<file path="src/design/tsr_pkg.sv">
// Shared types and constants for the triangle span rasterizer.
// No dependencies; every other file in this folder uses it.
`timescale 1ns / 1ps
package tsr_pkg;

  localparam int XW        = 8;
  localparam int YW        = 6;
  localparam int X_MAX     = 255;
  localparam int Y_MAX     = 62;
  localparam int FRAC_BITS = 16;
  localparam int DIVW      = XW + FRAC_BITS;
  localparam int ACCW      = DIVW + 2;

  // which quantity the shared divider is producing
  typedef enum logic [1:0] {
    DIV_SPLIT = 2'd0,
    DIV_LSTEP = 2'd1,
    DIV_RSTEP = 2'd2
  } div_sel_t;

  typedef struct packed {
    logic     in_valid;
    logic [XW-1:0] ax;
    logic [YW-1:0] ay;
    logic [XW-1:0] bx;
    logic [YW-1:0] by;
    logic [XW-1:0] cx;
    logic [YW-1:0] cy;
    logic [7:0]    glyph;
    logic [7:0]    color;
  } tri_t;

  typedef struct packed {
    logic [YW-1:0] row;
    logic [XW-1:0] span_left;
    logic [XW-1:0] span_right;
    logic          span_empty;
    logic [7:0]    fill_glyph;
    logic [7:0]    fill_color;
    logic          last_span;
  } span_t;

  typedef struct packed {
    logic     load;
    logic     div_start;
    div_sel_t div_sel;
    logic     setup;
    logic     part_sel;
    logic     emit;
    logic     emit_flat;
    logic     last_part;
  } cmd_t;

  typedef struct packed {
    logic flat_all;
    logic flat_top;
    logic flat_bot;
    logic div_busy;
    logic div_done;
    logic walk_done;
    logic out_free;
  } stat_t;

endpackage

</file>
<file path="src/design/tsr_tri_if.sv">
// Handshake channel for triangle requests.
// Depends on tsr_pkg for field widths.
`timescale 1ns / 1ps
interface tsr_tri_if;
  logic                   valid;
  logic                   ready;
  logic [tsr_pkg::XW-1:0] ax;
  logic [tsr_pkg::YW-1:0] ay;
  logic [tsr_pkg::XW-1:0] bx;
  logic [tsr_pkg::YW-1:0] by;
  logic [tsr_pkg::XW-1:0] cx;
  logic [tsr_pkg::YW-1:0] cy;
  logic [7:0]             glyph;
  logic [7:0]             color;
  modport source (output valid, ax, ay, bx, by, cx, cy, glyph, color, input ready);
  modport sink (input valid, ax, ay, bx, by, cx, cy, glyph, color, output ready);
endinterface

</file>
<file path="src/design/tsr_span_if.sv">
// Handshake channel for span results.
// Depends on tsr_pkg for field widths.
`timescale 1ns / 1ps
interface tsr_span_if;
  logic                   valid;
  logic                   ready;
  logic [tsr_pkg::YW-1:0] row;
  logic [tsr_pkg::XW-1:0] span_left;
  logic [tsr_pkg::XW-1:0] span_right;
  logic                   span_empty;
  logic [7:0]             fill_glyph;
  logic [7:0]             fill_color;
  logic                   last_span;
  modport source (output valid, row, span_left, span_right, span_empty, fill_glyph,
                  fill_color, last_span, input ready);
  modport sink (input valid, row, span_left, span_right, span_empty, fill_glyph,
                fill_color, last_span, output ready);
endinterface

</file>
<file path="src/design/tsr_div.sv">
// Restoring divider, one quotient bit per cycle, unsigned operands.
// Depends on tsr_pkg for widths.
`timescale 1ns / 1ps
module tsr_div (
  input  logic                     clk,
  input  logic                     rst,
  input  logic                     start,
  input  logic [tsr_pkg::DIVW-1:0] dividend,
  input  logic [tsr_pkg::YW-1:0]   divisor,
  output logic                     busy,
  output logic                     done,
  output logic [tsr_pkg::DIVW-1:0] quotient,
  output logic                     rem_nz
);
  localparam int CW = $clog2(tsr_pkg::DIVW);

  logic [tsr_pkg::YW-1:0]   rem;
  logic [tsr_pkg::YW-1:0]   dsr;
  logic [tsr_pkg::DIVW-1:0] quo;
  logic [CW-1:0]            cnt;
  logic [tsr_pkg::YW:0]     shifted;
  logic [tsr_pkg::YW+1:0]   diff;
  logic                     fits;

  // one trial subtraction
  always_comb begin
    shifted = {rem, quo[tsr_pkg::DIVW-1]};
    diff    = {1'b0, shifted} - {2'b00, dsr};
    fits    = ~diff[tsr_pkg::YW+1];
  end

  // control
  always_ff @(posedge clk) begin
    if (rst) begin
      busy <= 1'b0;
      done <= 1'b0;
      cnt  <= '0;
    end else begin
      done <= 1'b0;
      if (start) begin
        busy <= 1'b1;
        cnt  <= CW'(tsr_pkg::DIVW - 1);
      end else if (busy) begin
        cnt <= cnt - 1'b1;
        if (cnt == '0) begin
          busy <= 1'b0;
          done <= 1'b1;
        end
      end
    end
  end

  // data
  always_ff @(posedge clk) begin
    if (start) begin
      rem <= '0;
      quo <= dividend;
      dsr <= divisor;
    end else if (busy) begin
      rem <= fits ? diff[tsr_pkg::YW-1:0] : shifted[tsr_pkg::YW-1:0];
      quo <= {quo[tsr_pkg::DIVW-2:0], fits};
    end
  end

  assign quotient = quo;
  assign rem_nz   = |rem;
endmodule

</file>
<file path="src/design/tsr_dp.sv">
// Datapath: vertex sort, split point, edge slopes, x accumulators, span register.
// Depends on tsr_pkg and tsr_div.
`timescale 1ns / 1ps
module tsr_dp (
  input  logic                 clk,
  input  logic                 rst,
  input  tsr_pkg::cmd_t        cmd,
  input  tsr_pkg::tri_t        tri_in,
  input  logic                 out_ready,
  output tsr_pkg::stat_t       stat,
  output logic                 out_valid,
  output tsr_pkg::span_t       span
);
  localparam int XW = tsr_pkg::XW;
  localparam int YW = tsr_pkg::YW;
  localparam int F  = tsr_pkg::FRAC_BITS;
  localparam int AW = tsr_pkg::ACCW;

  function automatic logic [XW-1:0] bound_of(input logic signed [AW-1:0] a);
    logic [AW-F-1:0] ip;
    begin
      ip = a[AW-1:F];
      if (a[AW-1]) return '0;
      else if (ip > (AW-F)'(tsr_pkg::X_MAX)) return XW'(tsr_pkg::X_MAX);
      else return ip[XW-1:0];
    end
  endfunction

  logic [XW-1:0] ix [3];
  logic [YW-1:0] iy [3];
  logic [XW-1:0] tx;
  logic [YW-1:0] ty;

  logic [XW-1:0] x0, x1, x2, sx, lx, rx, apex_x, ox;
  logic [YW-1:0] y0, y1, y2, nrows, k, row;
  logic [7:0]    glyph, color;
  logic          up, cur_neg;
  tsr_pkg::div_sel_t cur_sel;
  logic signed [AW-1:0] lacc, racc, lstep, rstep;

  logic [tsr_pkg::DIVW-1:0] dvd, quo;
  logic [YW-1:0]  dsr;
  logic           neg, rem_nz;
  logic           div_busy, div_done;
  logic [XW-1:0]  dmag;
  logic [YW-1:0]  dy_mid;
  logic [XW+YW-1:0] prod;
  logic [XW-1:0]  setup_lx, setup_rx, lo3, hi3;
  logic [XW+1:0]  sx_wide;
  logic [AW-1:0]  q_ext;

  // saturate y and sort by descending y
  always_comb begin
    tx = '0;
    ty = '0;
    ix[0] = tri_in.ax; ix[1] = tri_in.bx; ix[2] = tri_in.cx;
    iy[0] = (tri_in.ay > YW'(tsr_pkg::Y_MAX)) ? YW'(tsr_pkg::Y_MAX) : tri_in.ay;
    iy[1] = (tri_in.by > YW'(tsr_pkg::Y_MAX)) ? YW'(tsr_pkg::Y_MAX) : tri_in.by;
    iy[2] = (tri_in.cy > YW'(tsr_pkg::Y_MAX)) ? YW'(tsr_pkg::Y_MAX) : tri_in.cy;
    if (iy[0] < iy[1]) begin
      tx = ix[0]; ix[0] = ix[1]; ix[1] = tx;
      ty = iy[0]; iy[0] = iy[1]; iy[1] = ty;
    end
    if (iy[0] < iy[2]) begin
      tx = ix[0]; ix[0] = ix[2]; ix[2] = tx;
      ty = iy[0]; iy[0] = iy[2]; iy[2] = ty;
    end
    if (iy[1] < iy[2]) begin
      tx = ix[1]; ix[1] = ix[2]; ix[2] = tx;
      ty = iy[1]; iy[1] = iy[2]; iy[2] = ty;
    end
  end

  // divider operand selection
  always_comb begin
    dvd    = '0;
    dsr    = nrows;
    neg    = 1'b0;
    dmag   = '0;
    dy_mid = '0;
    prod   = '0;
    case (cmd.div_sel)
      tsr_pkg::DIV_SPLIT: begin
        neg    = x0 < x2;
        dmag   = neg ? x2 - x0 : x0 - x2;
        dy_mid = y1 - y2;
        prod   = {{XW{1'b0}}, dy_mid} * {{YW{1'b0}}, dmag};
        dvd    = {{(tsr_pkg::DIVW-XW-YW){1'b0}}, prod};
        dsr    = y0 - y2;
      end
      tsr_pkg::DIV_LSTEP: begin
        neg  = apex_x < lx;
        dmag = neg ? lx - apex_x : apex_x - lx;
        dvd  = {dmag, {F{1'b0}}};
      end
      tsr_pkg::DIV_RSTEP: begin
        neg  = apex_x < rx;
        dmag = neg ? rx - apex_x : apex_x - rx;
        dvd  = {dmag, {F{1'b0}}};
      end
      default: begin
        dvd = '0;
      end
    endcase
  end

  tsr_div u_div (
    .clk      (clk),
    .rst      (rst),
    .start    (cmd.div_start),
    .dividend (dvd),
    .divisor  (dsr),
    .busy     (div_busy),
    .done     (div_done),
    .quotient (quo),
    .rem_nz   (rem_nz)
  );

  // split x with floor rounding, slope with truncation toward zero
  always_comb begin
    sx_wide = cur_neg ? {2'b00, x2} - {2'b00, quo[XW-1:0]} - {{(XW+1){1'b0}}, rem_nz}
                      : {2'b00, x2} + {2'b00, quo[XW-1:0]};
    q_ext   = {{(AW-tsr_pkg::DIVW){1'b0}}, quo};
    ox       = stat.flat_top ? x0 : (stat.flat_bot ? x2 : sx);
    setup_lx = (x1 < ox) ? x1 : ox;
    setup_rx = (x1 < ox) ? ox : x1;
    lo3 = (x0 < x1) ? x0 : x1;
    lo3 = (x2 < lo3) ? x2 : lo3;
    hi3 = (x0 > x1) ? x0 : x1;
    hi3 = (x2 > hi3) ? x2 : hi3;
  end

  // status
  always_comb begin
    stat.flat_all  = y0 == y2;
    stat.flat_top  = y0 == y1;
    stat.flat_bot  = y1 == y2;
    stat.div_busy  = div_busy;
    stat.div_done  = div_done;
    stat.walk_done = k == nrows;
    stat.out_free  = ~out_valid | out_ready;
  end

  // triangle and walk registers
  always_ff @(posedge clk) begin
    if (cmd.load) begin
      x0 <= ix[0]; x1 <= ix[1]; x2 <= ix[2];
      y0 <= iy[0]; y1 <= iy[1]; y2 <= iy[2];
      glyph <= tri_in.glyph;
      color <= tri_in.color;
    end
    if (cmd.div_start) begin
      cur_sel <= cmd.div_sel;
      cur_neg <= neg;
    end
    if (div_done) begin
      case (cur_sel)
        tsr_pkg::DIV_SPLIT: sx <= sx_wide[XW-1:0];
        tsr_pkg::DIV_LSTEP: lstep <= cur_neg ? -$signed(q_ext) : $signed(q_ext);
        tsr_pkg::DIV_RSTEP: rstep <= cur_neg ? -$signed(q_ext) : $signed(q_ext);
        default: ;
      endcase
    end
    if (cmd.setup) begin
      lx     <= setup_lx;
      rx     <= setup_rx;
      apex_x <= cmd.part_sel ? x2 : x0;
      nrows  <= cmd.part_sel ? y1 - y2 : y0 - y1;
      up     <= ~cmd.part_sel;
      row    <= y1;
      k      <= '0;
      lacc   <= $signed({{(AW-tsr_pkg::DIVW){1'b0}}, setup_lx, {F{1'b0}}});
      racc   <= $signed({{(AW-tsr_pkg::DIVW){1'b0}}, setup_rx, {F{1'b0}}});
    end else if (cmd.emit) begin
      lacc <= lacc + lstep;
      racc <= racc + rstep;
      k    <= k + 1'b1;
      row  <= up ? row + 1'b1 : row - 1'b1;
    end
  end

  // span output register
  always_ff @(posedge clk) begin
    if (rst) begin
      out_valid <= 1'b0;
    end else if (cmd.emit | cmd.emit_flat) begin
      out_valid <= 1'b1;
    end else if (out_ready) begin
      out_valid <= 1'b0;
    end
  end

  always_ff @(posedge clk) begin
    if (cmd.emit) begin
      span.row        <= row;
      span.span_left  <= bound_of(lacc);
      span.span_right <= bound_of(racc);
      span.span_empty <= bound_of(lacc) > bound_of(racc);
      span.fill_glyph <= glyph;
      span.fill_color <= color;
      span.last_span  <= cmd.last_part & stat.walk_done;
    end else if (cmd.emit_flat) begin
      span.row        <= y0;
      span.span_left  <= lo3;
      span.span_right <= hi3;
      span.span_empty <= 1'b0;
      span.fill_glyph <= glyph;
      span.fill_color <= color;
      span.last_span  <= 1'b1;
    end
  end
endmodule

</file>
<file path="src/design/tsr_ctl.sv">
// Controller state machine that sequences divisions and span walks.
// Depends on tsr_pkg.
`timescale 1ns / 1ps
module tsr_ctl (
  input  logic           clk,
  input  logic           rst,
  input  logic           in_valid,
  input  tsr_pkg::stat_t stat,
  output logic           in_ready,
  output tsr_pkg::cmd_t  cmd
);
  typedef enum logic [9:0] {
    S_IDLE   = 10'b0000000001,
    S_DECIDE = 10'b0000000010,
    S_SXWAIT = 10'b0000000100,
    S_SETUP  = 10'b0000001000,
    S_LDIV   = 10'b0000010000,
    S_LWAIT  = 10'b0000100000,
    S_RDIV   = 10'b0001000000,
    S_RWAIT  = 10'b0010000000,
    S_WALK   = 10'b0100000000,
    S_FLAT   = 10'b1000000000
  } state_t;

  state_t state, state_next;
  logic   part_sel, part_sel_next, last_part, last_part_next;

  // next state and commands
  always_comb begin
    state_next     = state;
    part_sel_next  = part_sel;
    last_part_next = last_part;
    cmd            = '0;
    cmd.div_sel    = tsr_pkg::DIV_SPLIT;
    cmd.part_sel   = part_sel;
    cmd.last_part  = last_part;
    in_ready       = 1'b0;
    case (state)
      S_IDLE: begin
        in_ready = 1'b1;
        cmd.load = in_valid;
        if (in_valid) state_next = S_DECIDE;
      end
      S_DECIDE: begin
        if (stat.flat_all) begin
          state_next = S_FLAT;
        end else if (stat.flat_top) begin
          part_sel_next  = 1'b1;
          last_part_next = 1'b1;
          state_next     = S_SETUP;
        end else if (stat.flat_bot) begin
          part_sel_next  = 1'b0;
          last_part_next = 1'b1;
          state_next     = S_SETUP;
        end else begin
          part_sel_next  = 1'b0;
          last_part_next = 1'b0;
          cmd.div_start  = 1'b1;
          state_next     = S_SXWAIT;
        end
      end
      S_SXWAIT: begin
        if (stat.div_done) state_next = S_SETUP;
      end
      S_SETUP: begin
        cmd.setup  = 1'b1;
        state_next = S_LDIV;
      end
      S_LDIV: begin
        cmd.div_start = 1'b1;
        cmd.div_sel   = tsr_pkg::DIV_LSTEP;
        state_next    = S_LWAIT;
      end
      S_LWAIT: begin
        if (stat.div_done) state_next = S_RDIV;
      end
      S_RDIV: begin
        cmd.div_start = 1'b1;
        cmd.div_sel   = tsr_pkg::DIV_RSTEP;
        state_next    = S_RWAIT;
      end
      S_RWAIT: begin
        if (stat.div_done) state_next = S_WALK;
      end
      S_WALK: begin
        if (stat.out_free) begin
          cmd.emit = 1'b1;
          if (stat.walk_done) begin
            if (last_part) begin
              state_next = S_IDLE;
            end else begin
              part_sel_next  = 1'b1;
              last_part_next = 1'b1;
              state_next     = S_SETUP;
            end
          end
        end
      end
      S_FLAT: begin
        if (stat.out_free) begin
          cmd.emit_flat = 1'b1;
          state_next    = S_IDLE;
        end
      end
      default: begin
        state_next = S_IDLE;
      end
    endcase
  end

  // state registers
  always_ff @(posedge clk) begin
    if (rst) begin
      state     <= S_IDLE;
      part_sel  <= 1'b0;
      last_part <= 1'b0;
    end else begin
      state     <= state_next;
      part_sel  <= part_sel_next;
      last_part <= last_part_next;
    end
  end
endmodule

</file>
<file path="src/design/triangle_span_rasterizer.sv">
// Triangle span rasterizer: one triangle request in, one span per covered row out,
// except that the split row of a split triangle gets one span from each part. A
// triangle is accepted, then classified; each division is issued to one shared
// radix-2 divider, and each part has a setup step before it emits its spans. A
// triangle with no flat edge needs one split-point division and two slope divisions
// for each of its two parts, a flat-edged one only the two slope divisions, and a
// zero-height one none; the span walk stalls while the span output is held off.
// One triangle is in work at a time; the last span may still wait in the output
// register while the next triangle is taken.
// Depends on tsr_pkg, tsr_tri_if, tsr_span_if, tsr_ctl, tsr_dp, tsr_div.
`timescale 1ns / 1ps
module triangle_span_rasterizer (
  input  logic        clk,
  input  logic        rst,
  tsr_tri_if.sink     tri_in,
  tsr_span_if.source  span_out
);
  tsr_pkg::cmd_t  cmd;
  tsr_pkg::stat_t stat;
  tsr_pkg::tri_t  tri_data;
  tsr_pkg::span_t span;
  logic           in_ready;
  logic           out_valid;

  // gather request fields
  always_comb begin
    tri_data.in_valid = tri_in.valid;
    tri_data.ax    = tri_in.ax;
    tri_data.ay    = tri_in.ay;
    tri_data.bx    = tri_in.bx;
    tri_data.by    = tri_in.by;
    tri_data.cx    = tri_in.cx;
    tri_data.cy    = tri_in.cy;
    tri_data.glyph = tri_in.glyph;
    tri_data.color = tri_in.color;
  end

  tsr_ctl u_ctl (
    .clk      (clk),
    .rst      (rst),
    .in_valid (tri_data.in_valid),
    .stat     (stat),
    .in_ready (in_ready),
    .cmd      (cmd)
  );

  tsr_dp u_dp (
    .clk       (clk),
    .rst       (rst),
    .cmd       (cmd),
    .tri_in    (tri_data),
    .out_ready (span_out.ready),
    .stat      (stat),
    .out_valid (out_valid),
    .span      (span)
  );

  // drive channels
  assign tri_in.ready        = in_ready;
  assign span_out.valid      = out_valid;
  assign span_out.row        = span.row;
  assign span_out.span_left  = span.span_left;
  assign span_out.span_right = span.span_right;
  assign span_out.span_empty = span.span_empty;
  assign span_out.fill_glyph = span.fill_glyph;
  assign span_out.fill_color = span.fill_color;
  assign span_out.last_span  = span.last_span;

`ifndef SYNTHESIS
  a_busy_after_take: assert property (@(posedge clk) disable iff (rst)
    (tri_in.valid && tri_in.ready) |=> !tri_in.ready)
    else $error("triangle taken while previous one in work");
  a_no_overwrite: assert property (@(posedge clk) disable iff (rst)
    (cmd.emit || cmd.emit_flat) |-> stat.out_free)
    else $error("span written over a waiting span");
  a_div_idle_start: assert property (@(posedge clk) disable iff (rst)
    cmd.div_start |-> !stat.div_busy)
    else $error("divider started while busy");
`endif
endmodule
</file>
<file path="src/flat_wrapper.sv">
// flat-port wrapper written by rule: the top's interface ports become plain ports
module triangle_span_rasterizer_flat 
  (clk, rst, tri_in_valid, tri_in_ax, tri_in_ay, tri_in_bx, tri_in_by, tri_in_cx, tri_in_cy, tri_in_glyph, tri_in_color, tri_in_ready, span_out_valid, span_out_row, span_out_span_left, span_out_span_right, span_out_span_empty, span_out_fill_glyph, span_out_fill_color, span_out_last_span, span_out_ready);
  tsr_tri_if tri_in_i ();
  tsr_span_if span_out_i ();
  input  logic clk;
  input  logic rst;
  input wire logic [$bits(tri_in_i.valid)-1:0] tri_in_valid;
  input wire logic [$bits(tri_in_i.ax)-1:0] tri_in_ax;
  input wire logic [$bits(tri_in_i.ay)-1:0] tri_in_ay;
  input wire logic [$bits(tri_in_i.bx)-1:0] tri_in_bx;
  input wire logic [$bits(tri_in_i.by)-1:0] tri_in_by;
  input wire logic [$bits(tri_in_i.cx)-1:0] tri_in_cx;
  input wire logic [$bits(tri_in_i.cy)-1:0] tri_in_cy;
  input wire logic [$bits(tri_in_i.glyph)-1:0] tri_in_glyph;
  input wire logic [$bits(tri_in_i.color)-1:0] tri_in_color;
  output wire logic [$bits(tri_in_i.ready)-1:0] tri_in_ready;
  output wire logic [$bits(span_out_i.valid)-1:0] span_out_valid;
  output wire logic [$bits(span_out_i.row)-1:0] span_out_row;
  output wire logic [$bits(span_out_i.span_left)-1:0] span_out_span_left;
  output wire logic [$bits(span_out_i.span_right)-1:0] span_out_span_right;
  output wire logic [$bits(span_out_i.span_empty)-1:0] span_out_span_empty;
  output wire logic [$bits(span_out_i.fill_glyph)-1:0] span_out_fill_glyph;
  output wire logic [$bits(span_out_i.fill_color)-1:0] span_out_fill_color;
  output wire logic [$bits(span_out_i.last_span)-1:0] span_out_last_span;
  input wire logic [$bits(span_out_i.ready)-1:0] span_out_ready;
  assign tri_in_i.valid = tri_in_valid;
  assign tri_in_i.ax = tri_in_ax;
  assign tri_in_i.ay = tri_in_ay;
  assign tri_in_i.bx = tri_in_bx;
  assign tri_in_i.by = tri_in_by;
  assign tri_in_i.cx = tri_in_cx;
  assign tri_in_i.cy = tri_in_cy;
  assign tri_in_i.glyph = tri_in_glyph;
  assign tri_in_i.color = tri_in_color;
  assign tri_in_ready = tri_in_i.ready;
  assign span_out_valid = span_out_i.valid;
  assign span_out_row = span_out_i.row;
  assign span_out_span_left = span_out_i.span_left;
  assign span_out_span_right = span_out_i.span_right;
  assign span_out_span_empty = span_out_i.span_empty;
  assign span_out_fill_glyph = span_out_i.fill_glyph;
  assign span_out_fill_color = span_out_i.fill_color;
  assign span_out_last_span = span_out_i.last_span;
  assign span_out_i.ready = span_out_ready;
  triangle_span_rasterizer u_core (.clk(clk), .rst(rst), .tri_in(tri_in_i), .span_out(span_out_i));
endmodule
</file>
<file path="config.mk">
export PLATFORM = sky130hd
export DESIGN_NAME = triangle_span_rasterizer_flat
export DESIGN_NICKNAME = d
export VERILOG_FILES = /design/src/design/tsr_pkg.sv /design/src/design/tsr_tri_if.sv /design/src/design/tsr_span_if.sv /design/src/design/tsr_div.sv /design/src/design/tsr_dp.sv /design/src/design/tsr_ctl.sv /design/src/design/triangle_span_rasterizer.sv /design/src/flat_wrapper.sv
export SDC_FILE = /design/constraint.sdc
export NUM_CORES = 1
export LEC_CHECK = 0
export BUFFER_PORTS_ARGS = -buffer_cell sky130_fd_sc_hd__buf_2
export CORE_MARGIN = 2
export CORE_UTILIZATION = 35
export CTS_CLUSTER_DIAMETER = 40
export DETAILED_ROUTE_END_ITERATION = 10
export PLACE_DENSITY_LB_ADDON = 0.08
export SYNTH_ARGS = -nofsm -noshare
export SYNTH_HDL_FRONTEND = slang
export SYNTH_HIERARCHICAL = 1
export SYNTH_SLANG_ARGS = --single-unit
export TNS_END_PERCENT = 5
</file>
<file path="constraint.sdc">
create_clock -name clk -period 7.52 [get_ports clk]
set_input_delay 0.752 -clock clk [delete_from_list [all_inputs] [get_ports clk]]
set_output_delay 0.752 -clock clk [all_outputs]
set_load 0.03 [all_outputs]
</file>
# After elaboration in Yosys (flattened, before gate mapping)

Index checks and enable logic that the tools add are counted.

Flip-flop bits (word level): 312
Input bits: 62
Output and inout port bits: 42
Word-level logic and storage cells: 222

Add/subtract/negate cells: 20
$mul: 1
Order comparisons: 17
Equality and inequality tests: 27
Muxes and demuxes: 90
Bitwise gates (word level): 7
Reductions and logical operators: 18

Operators with widths:

| cell                  | count |
|---|---|
| $mux W8               | 21 |
| $mux W24              | 6 |
| $pmux W10 S10         | 1 |
| $mux W10              | 8 |
| $mux W40              | 2 |
| $pmux W24 S3          | 1 |
| $mux W6               | 11 |
| $sub A8 B8 Y8         | 7 |
| $add A26 B26 Y26      | 2 |
| $lt A8 B8 Y1          | 6 |
| $mux W16              | 2 |
| $mux W26              | 1 |
| $neg A24 Y26          | 1 |
| $mux W1               | 25 |
| $eq A6 B6 Y1          | 4 |
| $gt A8 B8 Y1          | 3 |
| $mux W12              | 2 |
| $gt A10 B8 Y1 const B | 2 |
| $gt A6 B6 Y1 const B  | 3 |
| $lt A6 B6 Y1          | 3 |
| $sub A6 B6 Y6         | 3 |
| $mul A6 B8 Y14        | 1 |
| $ne A2 B2 Y1 const B  | 7 |
| $add A6 B1 Y6 const B | 2 |
| 36 further kinds      | 56 |

# Longest topological paths before layout

Gate-level depths: netlist of run 1.

Depth after elaboration: 8
Gate-level depth with buffers: 29
Depth with buffers taken out: 28

# By module

Netlist of run 1, hierarchy kept.

By module, submodules not included:

| module  | times used | cells an instance | area each (um^2) | sequential area each (um^2) |
|---|---|---|---|---|
| tsr_dp  | 1          | 2020              | 19575.0          | 7287.0 |
| tsr_div | 1          | 155               | 2011.9           | 1161.1 |
| tsr_ctl | 1          | 95                | 778.2            | 240.2 |

# Least setup slack after synthesis of run 1

No wires, ideal clock.

Path type: flip-flop to flip-flop
From: reg u_core.u_dp.x2[1]
To: reg u_core.u_dp.u_div.quo (netlist bit u_core/u_dp/u_div/quotient[13]), data pin
Library setup time: 0.260 ns
Data arrival time: 6.272 ns
Required time: 7.260 ns
Path slack: 0.988 ns
Cell stages (with the launch flop): 28
Path buffers: 1
Period minus slack after synthesis: 6.532 ns
Path through: edfxtp_1 > inv_1 > fa_1 > a21oi_1 > nor3b_1 > o22ai_1 > clkbuf_1 > o21bai_1 > a21oi_1 > nor2_1 > xor2_1 > nor2_1 > fa_1 > inv_1 > fa_1 > fa_1 > inv_1 > ha_1 > a21o_1 > a21oi_1 > o21bai_1 > a21oi_1 > o21ai_0 > a21o_1 > a21oi_1 > xnor2_1 > nor2_1 > mux2_2

Word-level cells in the longest chain between the ends: 5

RTL lines:

| what                                          | line                       | source |
|---|---|---|
| start, declared                               | tsr_dp.sv:34               | `logic [XW-1:0] x0, x1, x2, sx, lx, rx, apex_x, ox;` |
| start signal, assigned                        | tsr_dp.sv:147              | `x0 <= ix[0]; x1 <= ix[1]; x2 <= ix[2];` |
| $sub A8 B8 Y8 or $lt A8 B8 Y1 (tied branches) | tsr_dp.sv:85, tsr_dp.sv:84 |  |
| $mux W8 *                                     | tsr_dp.sv:85               | `dmag = neg ? x2 - x0 : x0 - x2;` |
| $mul A6 B8 Y14 *                              | tsr_dp.sv:87               | `prod = {{XW{1'b0}}, dy_mid} * {{YW{1'b0}}, dmag};` |
| $pmux W24 S3 *                                | tsr_dp.sv:82               | `case (cmd.div_sel)` |
| via u_core.u_dp.dvd (one bit)                 | tsr_dp.sv:41               | `logic [tsr_pkg::DIVW-1:0] dvd, quo;` |
| $mux W24 *                                    | tsr_div.sv:55              | `if (start) begin` |
| end signal, assigned                          | tsr_div.sv:57              | `quo <= dividend;` |
| end signal, assigned                          | tsr_div.sv:61              | `quo <= {quo[tsr_pkg::DIVW-2:0], fits};` |
| end, declared                                 | tsr_div.sv:19              | `logic [tsr_pkg::DIVW-1:0] quo;` |

Mark *: on every way through the listed nets, which the timed path passes. The rest lies on a longest branch.
A chain may end at the register's enable or synchronous reset.

# Final worst setup path of run 1

From: reg u_core.u_dp.x0[0]
To: reg u_core.u_dp.u_div.quo (netlist bit u_core/u_dp/u_div/quotient[13]), data pin

Word-level cells in the longest chain between the ends: 5

RTL lines:

| what                                          | line |
|---|---|
| start, declared                               | tsr_dp.sv:34 |
| start signal, assigned                        | tsr_dp.sv:147 |
| $sub A8 B8 Y8 or $lt A8 B8 Y1 (tied branches) | tsr_dp.sv:85, tsr_dp.sv:84 |
| $mux W8 *                                     | tsr_dp.sv:85 |
| $mul A6 B8 Y14 *                              | tsr_dp.sv:87 |
| $pmux W24 S3 *                                | tsr_dp.sv:82 |
| via u_core.u_dp.dvd (one bit)                 | tsr_dp.sv:41 |
| $mux W24 *                                    | tsr_div.sv:55 |

Marked as above.

==> results of run 1 <==
-- area by class of cell --
cell class | instances | share of cell area [%]
flip-flops and latches | 312 | 32.9
inverters | 195 | 2.77
diodes | 6 | 0.0569
clock inverters | 48 | 2.24
well taps | 846 | 4.01
clock buffers | 83 | 7.10
multi-input cells | 1692 | 48.1
repair buffers | 133 | 2.81
-- what timing repair did --
item | in CTS | in global routing
resized for setup | 0 | 4
setup buffers | 0 | 1
endpoints found under the setup margin | 0 | 2
-- metal layers --
metal / wire, um / part of all wire, % / vias up / global-route usage (%)
met5: 0 / 0 / - / 0
met4: 1540 / 2.4 / 0 / 5.88
met3: 2570 / 4.0 / 104 / 3.50
met2: 31600 / 49 / 330 / 34.1
met1: 28200 / 44 / 8269 / 23.9
li1: - / - / 8426 / -
-- metrics by stage --
step           cell area (sq um)  utilization (%)
2_1_floorplan              22400                -
3_3_place_gp               23900             37.9
3_5_place_dp               23900             37.9
4_1_cts                    26400             41.8
5_1_grt                    26400             41.8
6_report                   26400             41.8
-- power by group through the flow --
stage	Sequential (W)	Clock (W)	Combinational, W
after floorplan	0.00214	0	0.00390
after global placement	0.00218	0	0.00513
after detailed placement	0.00219	0	0.00511
after CTS	0.00216	0.00320	0.00515
after global routing	0.00217	0.00328	0.00592
final	0.00216	0.00311	0.00514
-- sequential cells by signal (all words and copies together) (netlist names), 8 cells and up --
| signal | flops |
|---|---|
| u_core/u_ctl/state | 10 |
| u_core/u_dp/apex_x | 8 |
| u_core/u_dp/color | 8 |
| u_core/u_dp/glyph | 8 |
| u_core/u_dp/lacc | 26 |
| u_core/u_dp/lstep | 26 |
| u_core/u_dp/lx | 8 |
| u_core/u_dp/racc | 26 |
| u_core/u_dp/rstep | 26 |
| u_core/u_dp/rx | 8 |
| u_core/u_dp/span | 40 |
| u_core/u_dp/sx | 8 |
| u_core/u_dp/u_div/quotient | 24 |
| u_core/u_dp/x0 | 8 |
| u_core/u_dp/x1 | 8 |
| u_core/u_dp/x2 | 8 |
-- layout by cell type (no fill, tap or decap), drive strengths merged, types with 8 or more instances in the layout --
cell and n:
fa 41, inv 201, nor4 10, and2 8
nand2b 23, a22o 16, nand2 134, nor2 255
xnor2 92, buf 133, a21oi 173, o21a 35
o22ai 30, mux2 52, clkinv 25, mux2i 106
nand3 25, ha 217, a31oi 12, and3 9
clkinvlp 12, nor4b 9, xor2 41, or2 14
o21bai 31, clkbuf 83, nand4 22, o21ai 117
dfxtp 68, nor3b 10, a211oi 15, nor2b 26
a21o 57, nor3 32, edfxtp 244
-- final timing paths --
path              depth (start not counted)                                       end                           start
setup / recovery                         29  u_core/u_dp/u_div/quotient[13]$_DFFE_PP_     u_core/u_dp/x0[0]$_DFFE_PP_
hold / removal                            1            u_core/u_dp/color[0]$_DFFE_PP_                 tri_in_color[0]
setup reg to reg                         29  u_core/u_dp/u_div/quotient[13]$_DFFE_PP_     u_core/u_dp/x0[0]$_DFFE_PP_
hold reg to reg                           0             u_core/u_dp/span[2]$_DFFE_PP_  u_core/u_dp/color[1]$_DFFE_PP_
==> impl_metrics.csv, run 1 <==
group,metric,value,unit
synthesis,syn_area_per_cell,9.85,sq um
global_routing,antenna_found_initial,0,
cts,cts_tree,"done",
timing,worst_slew_pin_slew,1.07,ns
global_routing,grt_pass1_wl,98900,um
detailed_routing,avgRoutedWirePerCell,19.3,um
worst_setup_path,crit_type,"reg -> reg",
placement,place_inst,3177,
power_and_ir_drop,power_switching,0.00421,W
placement,gp_congestion,0.886,
die,die_area,0.0659,sq mm
outcome,status,"finished, violations left",
placement,place_ws,0.261,ns
timing,fin_crit_sh,93.7,%
die,ios,104,
die,die_h,257,um
global_routing,grt_max_degree,60,
detailed_routing,postRouteAntennaNets,1,
detailed_routing,totalWireLength,63800,um
cts,hold_buffers,0,
global_routing,grt_pass1_vias,17632,
worst_setup_path,critical_path_arrival,7.40,ns
worst_setup_path,cp-start-kind,"flop",
die,die_x,257,um
timing,slew_headroom,28.4,%
die,start_util,35.4,%
power_and_ir_drop,ir_drop,0.509,mV
timing,hold-worst-slack,0.301,ns
cts,clock_sinks,312,
die,core,0.0631,sq mm
cts,cts-root-buf,"clkbuf_16",
outcome,violations,"antenna rules",
cts,clockBufferDepth,3,
layout,multi_input_area,0.0127,sq mm
worst_setup_path,max_stage_delay,0.54,ns
cts,clock_latency,0.62,ns
power_and_ir_drop,powerDensity,394,mW/mm^2
worst_setup_path,slowest_stage,"fa_1",
timing,rsz0062_at_grt,"false",
detailed_routing,vias,17129,
die,placementRows,92,
power_and_ir_drop,p_seq_share,20.7,%
detailed_routing,viasPerCell,5.17,
power_and_ir_drop,power,0.0104,W
detailed_routing,drc,0,
timing,setup_ws,0.474,ns
layout,syn2layout_area_growth,18.1,%
detailed_routing,dr.pass1.iters,5,
job,max-cap-violations,0,
worst_setup_path,crit_required,7.88,ns
layout,fin_cells,3315,
timing,finalSetupViolCount,0,
synthesis,synth_area,0.0224,sq mm
worst_setup_path,worst-path-buf-inv,5,
timing,finalSetupTns,0,ns
worst_setup_path,critPathCaptureType,"flop",
worst_setup_path,crit_family,"adder cells",
detailed_routing,drt_iter0_markers,958,
layout,regArea,0.00869,sq mm
synthesis,synthCells,2269,
timing,fmax,142,MHz
cts,clk_pin_slew,0.05,ns
power_and_ir_drop,power_leakage,11.0,nW
placement,dp.final_hpwl,49000,um
worst_setup_path,r2r_slack,0.47,ns
power_and_ir_drop,internal_power,0.00620,W
timing,period_needed,7.05,ns
placement,port_buffers,103,
worst_setup_path,worst-path-max-fanout,7,
layout,layout.nets,2725,
synthesis,ys_warn_count,6,
cts,numCtsBuffers,71,
cts,htree_levels,3,
power_and_ir_drop,p_clk_share,29.9,%
power_and_ir_drop,power_frac_comb,49.4,%
layout,nFillCells,6241,
min_path,hold_path_class,"in -> reg",
power_and_ir_drop,swShare,40.5,%
layout,drive_above_1_share,14.5,%
global_routing,grt-ovfl-total,0,
timing,report.final.hold_viol_count,0,
timing,report.final.slew_viol_count,0,
global_routing,grt_use_total,19.3,%
timing,clock_skew,0.0241,ns
Note: power is estimated with default switching activity, not from simulation.
==> inputs of run 2 (changes only) <==
--- a/config.mk
+++ b/config.mk
@@ -6,7 +6,6 @@
 export NUM_CORES = 1
 export LEC_CHECK = 0
 export BUFFER_PORTS_ARGS = -buffer_cell sky130_fd_sc_hd__buf_2
-export CORE_MARGIN = 2
 export CORE_UTILIZATION = 35
 export CTS_CLUSTER_DIAMETER = 40
 export DETAILED_ROUTE_END_ITERATION = 10
==> impl_metrics.csv, run 2 (synthesized netlist as in run 1, its figures left out) <==
group,metric,value,unit
cts,numCtsBuffers,70,
cts,cts_tree,"done",
timing,report.final.hold_viol_count,0,
cts,clock_sinks,312,
timing,period_needed,6.99,ns
die,die_area,0.0649,sq mm
detailed_routing,drt_iter0_markers,1094,
cts,clock_latency,0.60,ns
job,max-cap-violations,0,
cts,htree_levels,3,
detailed_routing,vias,17068,
global_routing,antenna_found_initial,1,
timing,finalSetupTns,0,ns
power_and_ir_drop,power_leakage,11.0,nW
cts,hold_buffers,0,
die,core,0.0631,sq mm
cts,cts.repair.resized,0,
detailed_routing,avgRoutedWirePerCell,19.1,um
worst_setup_path,critPathCaptureType,"flop",
cts,cts-root-buf,"clkbuf_16",
timing,fmax,143,MHz
detailed_routing,totalWireLength,63000,um
timing,fin_crit_sh,93.0,%
placement,dp.final_hpwl,48100,um
placement,port_buffers,103,
die,die_x,255,um
global_routing,grt_pass1_vias,17339,
worst_setup_path,crit_family,"adder cells",
global_routing,grt_use_total,19.7,%
worst_setup_path,crit_type,"reg -> reg",
worst_setup_path,worst-path-max-fanout,7,
min_path,hold_path_class,"in -> reg",
layout,drive_above_1_share,14.1,%
layout,multi_input_area,0.0127,sq mm
worst_setup_path,cp-start-kind,"flop",
global_routing,grt_max_degree,112,
worst_setup_path,slowest_stage,"fa_1",
layout,regArea,0.00869,sq mm
layout,syn2layout_area_growth,17.7,%
die,placementRows,92,
timing,report.final.slew_viol_count,0,
worst_setup_path,max_stage_delay,0.54,ns
timing,hold-worst-slack,0.320,ns
cts,cts_setup_buffers,0,
detailed_routing,viasPerCell,5.16,
cts,clockBufferDepth,3,
layout,layout.nets,2722,
cts,clk_pin_slew,0.05,ns
timing,worst_slew_pin_slew,1.11,ns
timing,slew_headroom,25.9,%
layout,mostFrequentLayoutCells,"nor2_1, edfxtp_1, ha_1, inv_1, a21oi_1",
die,ios,104,
detailed_routing,drc,0,
layout,nFillCells,6248,
global_routing,grt-ovfl-total,0,
timing,rsz0062_at_grt,"false",
worst_setup_path,critical_path_arrival,7.35,ns
layout,top_register,"u_core/u_dp/span",
die,start_util,35.4,%
global_routing,grt_pass1_wl,97500,um
outcome,status,"finished clean",
die,die_h,255,um
power_and_ir_drop,powerDensity,392,mW/mm^2
layout,largest_reg_flops,40,
power_and_ir_drop,ir_drop,0.582,mV
placement,gp_congestion,0.867,
timing,finalSetupViolCount,0,
worst_setup_path,worst-path-buf-inv,5,
worst_setup_path,timing.critical_path.mode_cell,"a21oi_1",
worst_setup_path,crit_required,7.87,ns
detailed_routing,dr.pass1.iters,5,
timing,clock_skew,0.0262,ns
detailed_routing,postRouteAntennaNets,0,
layout,layout_commonest_cell,"nor2_1",
## run 2: cell types whose count changed in the layout (fill, tap and decap cells not counted), sizes merged
cell      before  now
clkbuf        83   87
diode          6    1
bufinv         5    6
inv          201  200
clkinv        25   22
clkinvlp      12   10
buf          133  131
## run 2: worst register-to-register path: cells and delay by family (launching register included)
kind | cells | cell delay [ns]
flops | 1 | 0.43
simple gates | 3 | 0.24
buf+inv | 5 | 0.50
compound gates | 11 | 2.02
fa+ha+maj | 6 | 2.41
mux | 2 | 0.62
xor+xnor | 2 | 0.52
## run 2: final timing paths
path                                               to  slack, ns                           start  depth (start not counted)
max reg2reg  u_core/u_dp/u_div/quotient[13]$_DFFE_PP_       0.53     u_core/u_dp/x0[0]$_DFFE_PP_                         29
max          u_core/u_dp/u_div/quotient[13]$_DFFE_PP_       0.53     u_core/u_dp/x0[0]$_DFFE_PP_                         29
min                    u_core/u_dp/glyph[5]$_DFFE_PP_       0.32                 tri_in_glyph[5]                          1
min reg2reg            u_core/u_dp/span[15]$_DFFE_PP_       0.41  u_core/u_dp/glyph[6]$_DFFE_PP_                          0
## run 2: area by class of cell
cell class	count	area share [%]
Tap cell	846	4.02
Timing Repair Buffer	131	2.81
Sequential cell	312	33.0
Clock buffer	87	7.17
Antenna cell	1	0.00951
Multi-Input combinational cell	1692	48.3
Clock inverter	43	1.93
Inverter	195	2.78
## run 2: metrics by stage
stage	util, %	cells	cell area (sq um)	power (W)	setup WS [ns]
final	41.7	3307	26300	0.0103	0.527
after global routing	41.7	3306	26300	0.0113	0.0797
after CTS	41.7	3306	26300	0.0105	0.305
after detailed placement	37.9	3176	23900	0.00729	0.344
after global placement	37.9	3176	23900	0.00731	0.423
after floorplan	-	2270	22400	0.00605	0.988
## run 2: metal layers
| layer | wire length (um) | up-vias | global-route usage, % |
|---|---|---|---|
| li1 | - | 8404 | - |
| met1 | 27900 | 8237 | 24.6 |
| met2 | 31100 | 322 | 34.5 |
| met3 | 2410 | 105 | 3.27 |
| met4 | 1620 | 0 | 6.04 |
| met5 | 0 | - | 0 |
## run 2: power breakdown
part           switching (W)  internal (W)  total [W]
registers           0.000109       0.00205    0.00216
logic                0.00294       0.00214    0.00508
clock network        0.00106       0.00201    0.00307
total                0.00411       0.00620     0.0103
==> inputs of run 3 (changes only) <==
--- a/config.mk
+++ b/config.mk
@@ -5,6 +5,7 @@
 export SDC_FILE = /design/constraint.sdc
 export NUM_CORES = 1
 export LEC_CHECK = 0
+export ABC_AREA = 1
 export BUFFER_PORTS_ARGS = -buffer_cell sky130_fd_sc_hd__buf_2
 export CORE_UTILIZATION = 35
 export CTS_CLUSTER_DIAMETER = 40
==> impl_metrics.csv, run 3 <==
group,metric,value,unit
outcome,status,"finished clean",
cts,cts_setup_buffers,0,
detailed_routing,postRouteAntennaNets,0,
timing,fin_crit_sh,86.3,%
worst_setup_path,critical_path_arrival,6.94,ns
cts,clk_pin_slew,0.06,ns
layout,layout.nets,3158,
cts,htree_levels,3,
job,max-cap-violations,0,
global_routing,grt_use_total,21.1,%
placement,dp.final_hpwl,53000,um
timing,period_needed,6.49,ns
detailed_routing,viasPerCell,5.00,
worst_setup_path,r2r_start,"u_core/u_dp/x2[5]$_DFFE_PP_",
worst_setup_path,timing.rr.end,"u_core/u_dp/u_div/quotient[13]$_DFFE_PP_",
die,start_util,35.5,%
synthesis,synth_area,0.0224,sq mm
cts,clock_latency,0.61,ns
placement,gp_congestion,0.906,
timing,finalSetupViolCount,0,
die,die_area,0.0651,sq mm
timing,worst_slew_pin_slew,1.18,ns
timing,report.final.slew_viol_count,0,
detailed_routing,totalWireLength,67700,um
worst_setup_path,timing.critical_path.mode_cell,"nand2_1",
detailed_routing,drt_iter0_markers,1100,
min_path,hold_path_class,"in -> reg",
layout,multi_input_area,0.0120,sq mm
global_routing,antenna_found_initial,0,
min_path,min_from,"tri_in_glyph[4]",
cts,hold_buffers,0,
die,placementRows,92,
placement,port_buffers,103,
detailed_routing,vias,18700,
power_and_ir_drop,power_leakage,11.9,nW
layout,mostFrequentLayoutCells,"nand2_1, inv_1, o21ai_0, edfxtp_1, ha_1",
worst_setup_path,r2r_slack,1.03,ns
die,die_h,255,um
synthesis,ys_warn_count,6,
global_routing,grt_max_degree,59,
worst_setup_path,worst-path-max-fanout,12,
global_routing,grt-ovfl-total,0,
worst_setup_path,max_stage_delay,0.54,ns
layout,layout_commonest_cell,"nand2_1",
placement,placedInstanceArea,0.0238,sq mm
layout,largest_reg_flops,40,
layout,nFillCells,6388,
worst_setup_path,critPathCaptureType,"flop",
cts,cts_tree,"done",
detailed_routing,avgRoutedWirePerCell,18.1,um
synthesis,syn_area_per_cell,8.26,sq um
detailed_routing,dr.pass1.iters,6,
layout,regArea,0.00869,sq mm
min_path,holdPathEnd,"u_core/u_dp/glyph[4]$_DFFE_PP_",
layout,top_register,"u_core/u_dp/span",
worst_setup_path,cp-start-kind,"flop",
worst_setup_path,timing.critical_path.from,"u_core/u_dp/x2[5]$_DFFE_PP_",
timing,finalSetupTns,0,ns
worst_setup_path,slowest_stage,"fa_1",
timing,slew_headroom,20.5,%
cts,clock_sinks,312,
layout,antenna_cells,0,
min_path,hold_path_depth,1,
cts,cts-root-buf,"clkbuf_16",
layout,drive_above_1_share,11.2,%
worst_setup_path,crit_type,"reg -> reg",
synthesis,synthCells,2714,
timing,report.final.hold_viol_count,0,
timing,fmax,154,MHz
detailed_routing,drc,0,
worst_setup_path,crit_required,7.97,ns
timing,clock_skew,0.0294,ns
die,core,0.0632,sq mm
worst_setup_path,reg2regPathDepth,30,
die,ios,104,
cts,numCtsBuffers,71,
timing,rsz0062_at_grt,"false",
power_and_ir_drop,ir_drop,0.774,mV
global_routing,grt_pass1_wl,105000,um
die,die_x,255,um
layout,syn2layout_area_growth,17.1,%
global_routing,grt_pass1_vias,18848,
layout,stdcell_area,0.0263,sq mm
power_and_ir_drop,powerDensity,552,mW/mm^2
cts,cts.repair.resized,0,
cts,clockBufferDepth,3,
==> run 3: layer usage <==
metal / up-vias / wire length, um / GRT usage, %
li1: 9383 / - / -
met1: 8835 / 29700 / 25.9
met2: 366 / 33200 / 36.8
met3: 116 / 2760 / 3.98
met4: 0 / 2030 / 7.49
met5: - / 0 / 0
==> run 3: critical path: cells and delay by family (launching register included) <==
family          cells  cell delay (ns)
simple gates        8             0.88
flops               1             0.52
buf+inv             5             0.37
compound gates     11             1.85
fa+ha+maj           5             2.26
xor+xnor            1             0.47
==> run 3: worst max path at each step <==
stage                                               end  cells after the start
2_1_floorplan  u_core/u_dp/u_div/quotient[13]$_DFFE_PP_                     33
3_3_place_gp   u_core/u_dp/u_div/quotient[13]$_DFFE_PP_                     30
3_5_place_dp   u_core/u_dp/u_div/quotient[13]$_DFFE_PP_                     30
4_1_cts        u_core/u_dp/u_div/quotient[13]$_DFFE_PP_                     30
5_1_grt        u_core/u_dp/u_div/quotient[13]$_DFFE_PP_                     30
6_report       u_core/u_dp/u_div/quotient[13]$_DFFE_PP_                     30
==> run 3: power breakdown <==
part,internal [W],switching (W)
Sequential,0.00233,0.000240
Clock,0.00202,0.00109
Combinational,0.00323,0.00558
Total,0.00759,0.00691
==> run 3: metrics by stage <==
| step | setup WS, ns | power (W) | hold slack, ns | cells | utilization, % |
|---|---|---|---|---|---|
| after floorplan | 1.78 | 0.00925 | 0.400 | 2715 | - |
| after global placement | 1.16 | 0.0115 | 0.400 | 3611 | 37.7 |
| after detailed placement | 1.16 | 0.0115 | 0.405 | 3611 | 37.7 |
| after CTS | 1.10 | 0.0147 | 0.285 | 3743 | 41.5 |
| after global routing | 0.321 | 0.0162 | 0.291 | 3743 | 41.5 |
| final | 1.03 | 0.0145 | 0.315 | 3743 | 41.5 |
==> run 3: area by class of cell <==
class | instances | area share [%]
multi-input cells | 1951 | 45.7
flip-flops and latches | 312 | 33.1
clock buffers | 80 | 7.09
inverters | 383 | 5.51
well taps | 846 | 4.03
repair buffers | 119 | 2.42
clock inverters | 52 | 2.10
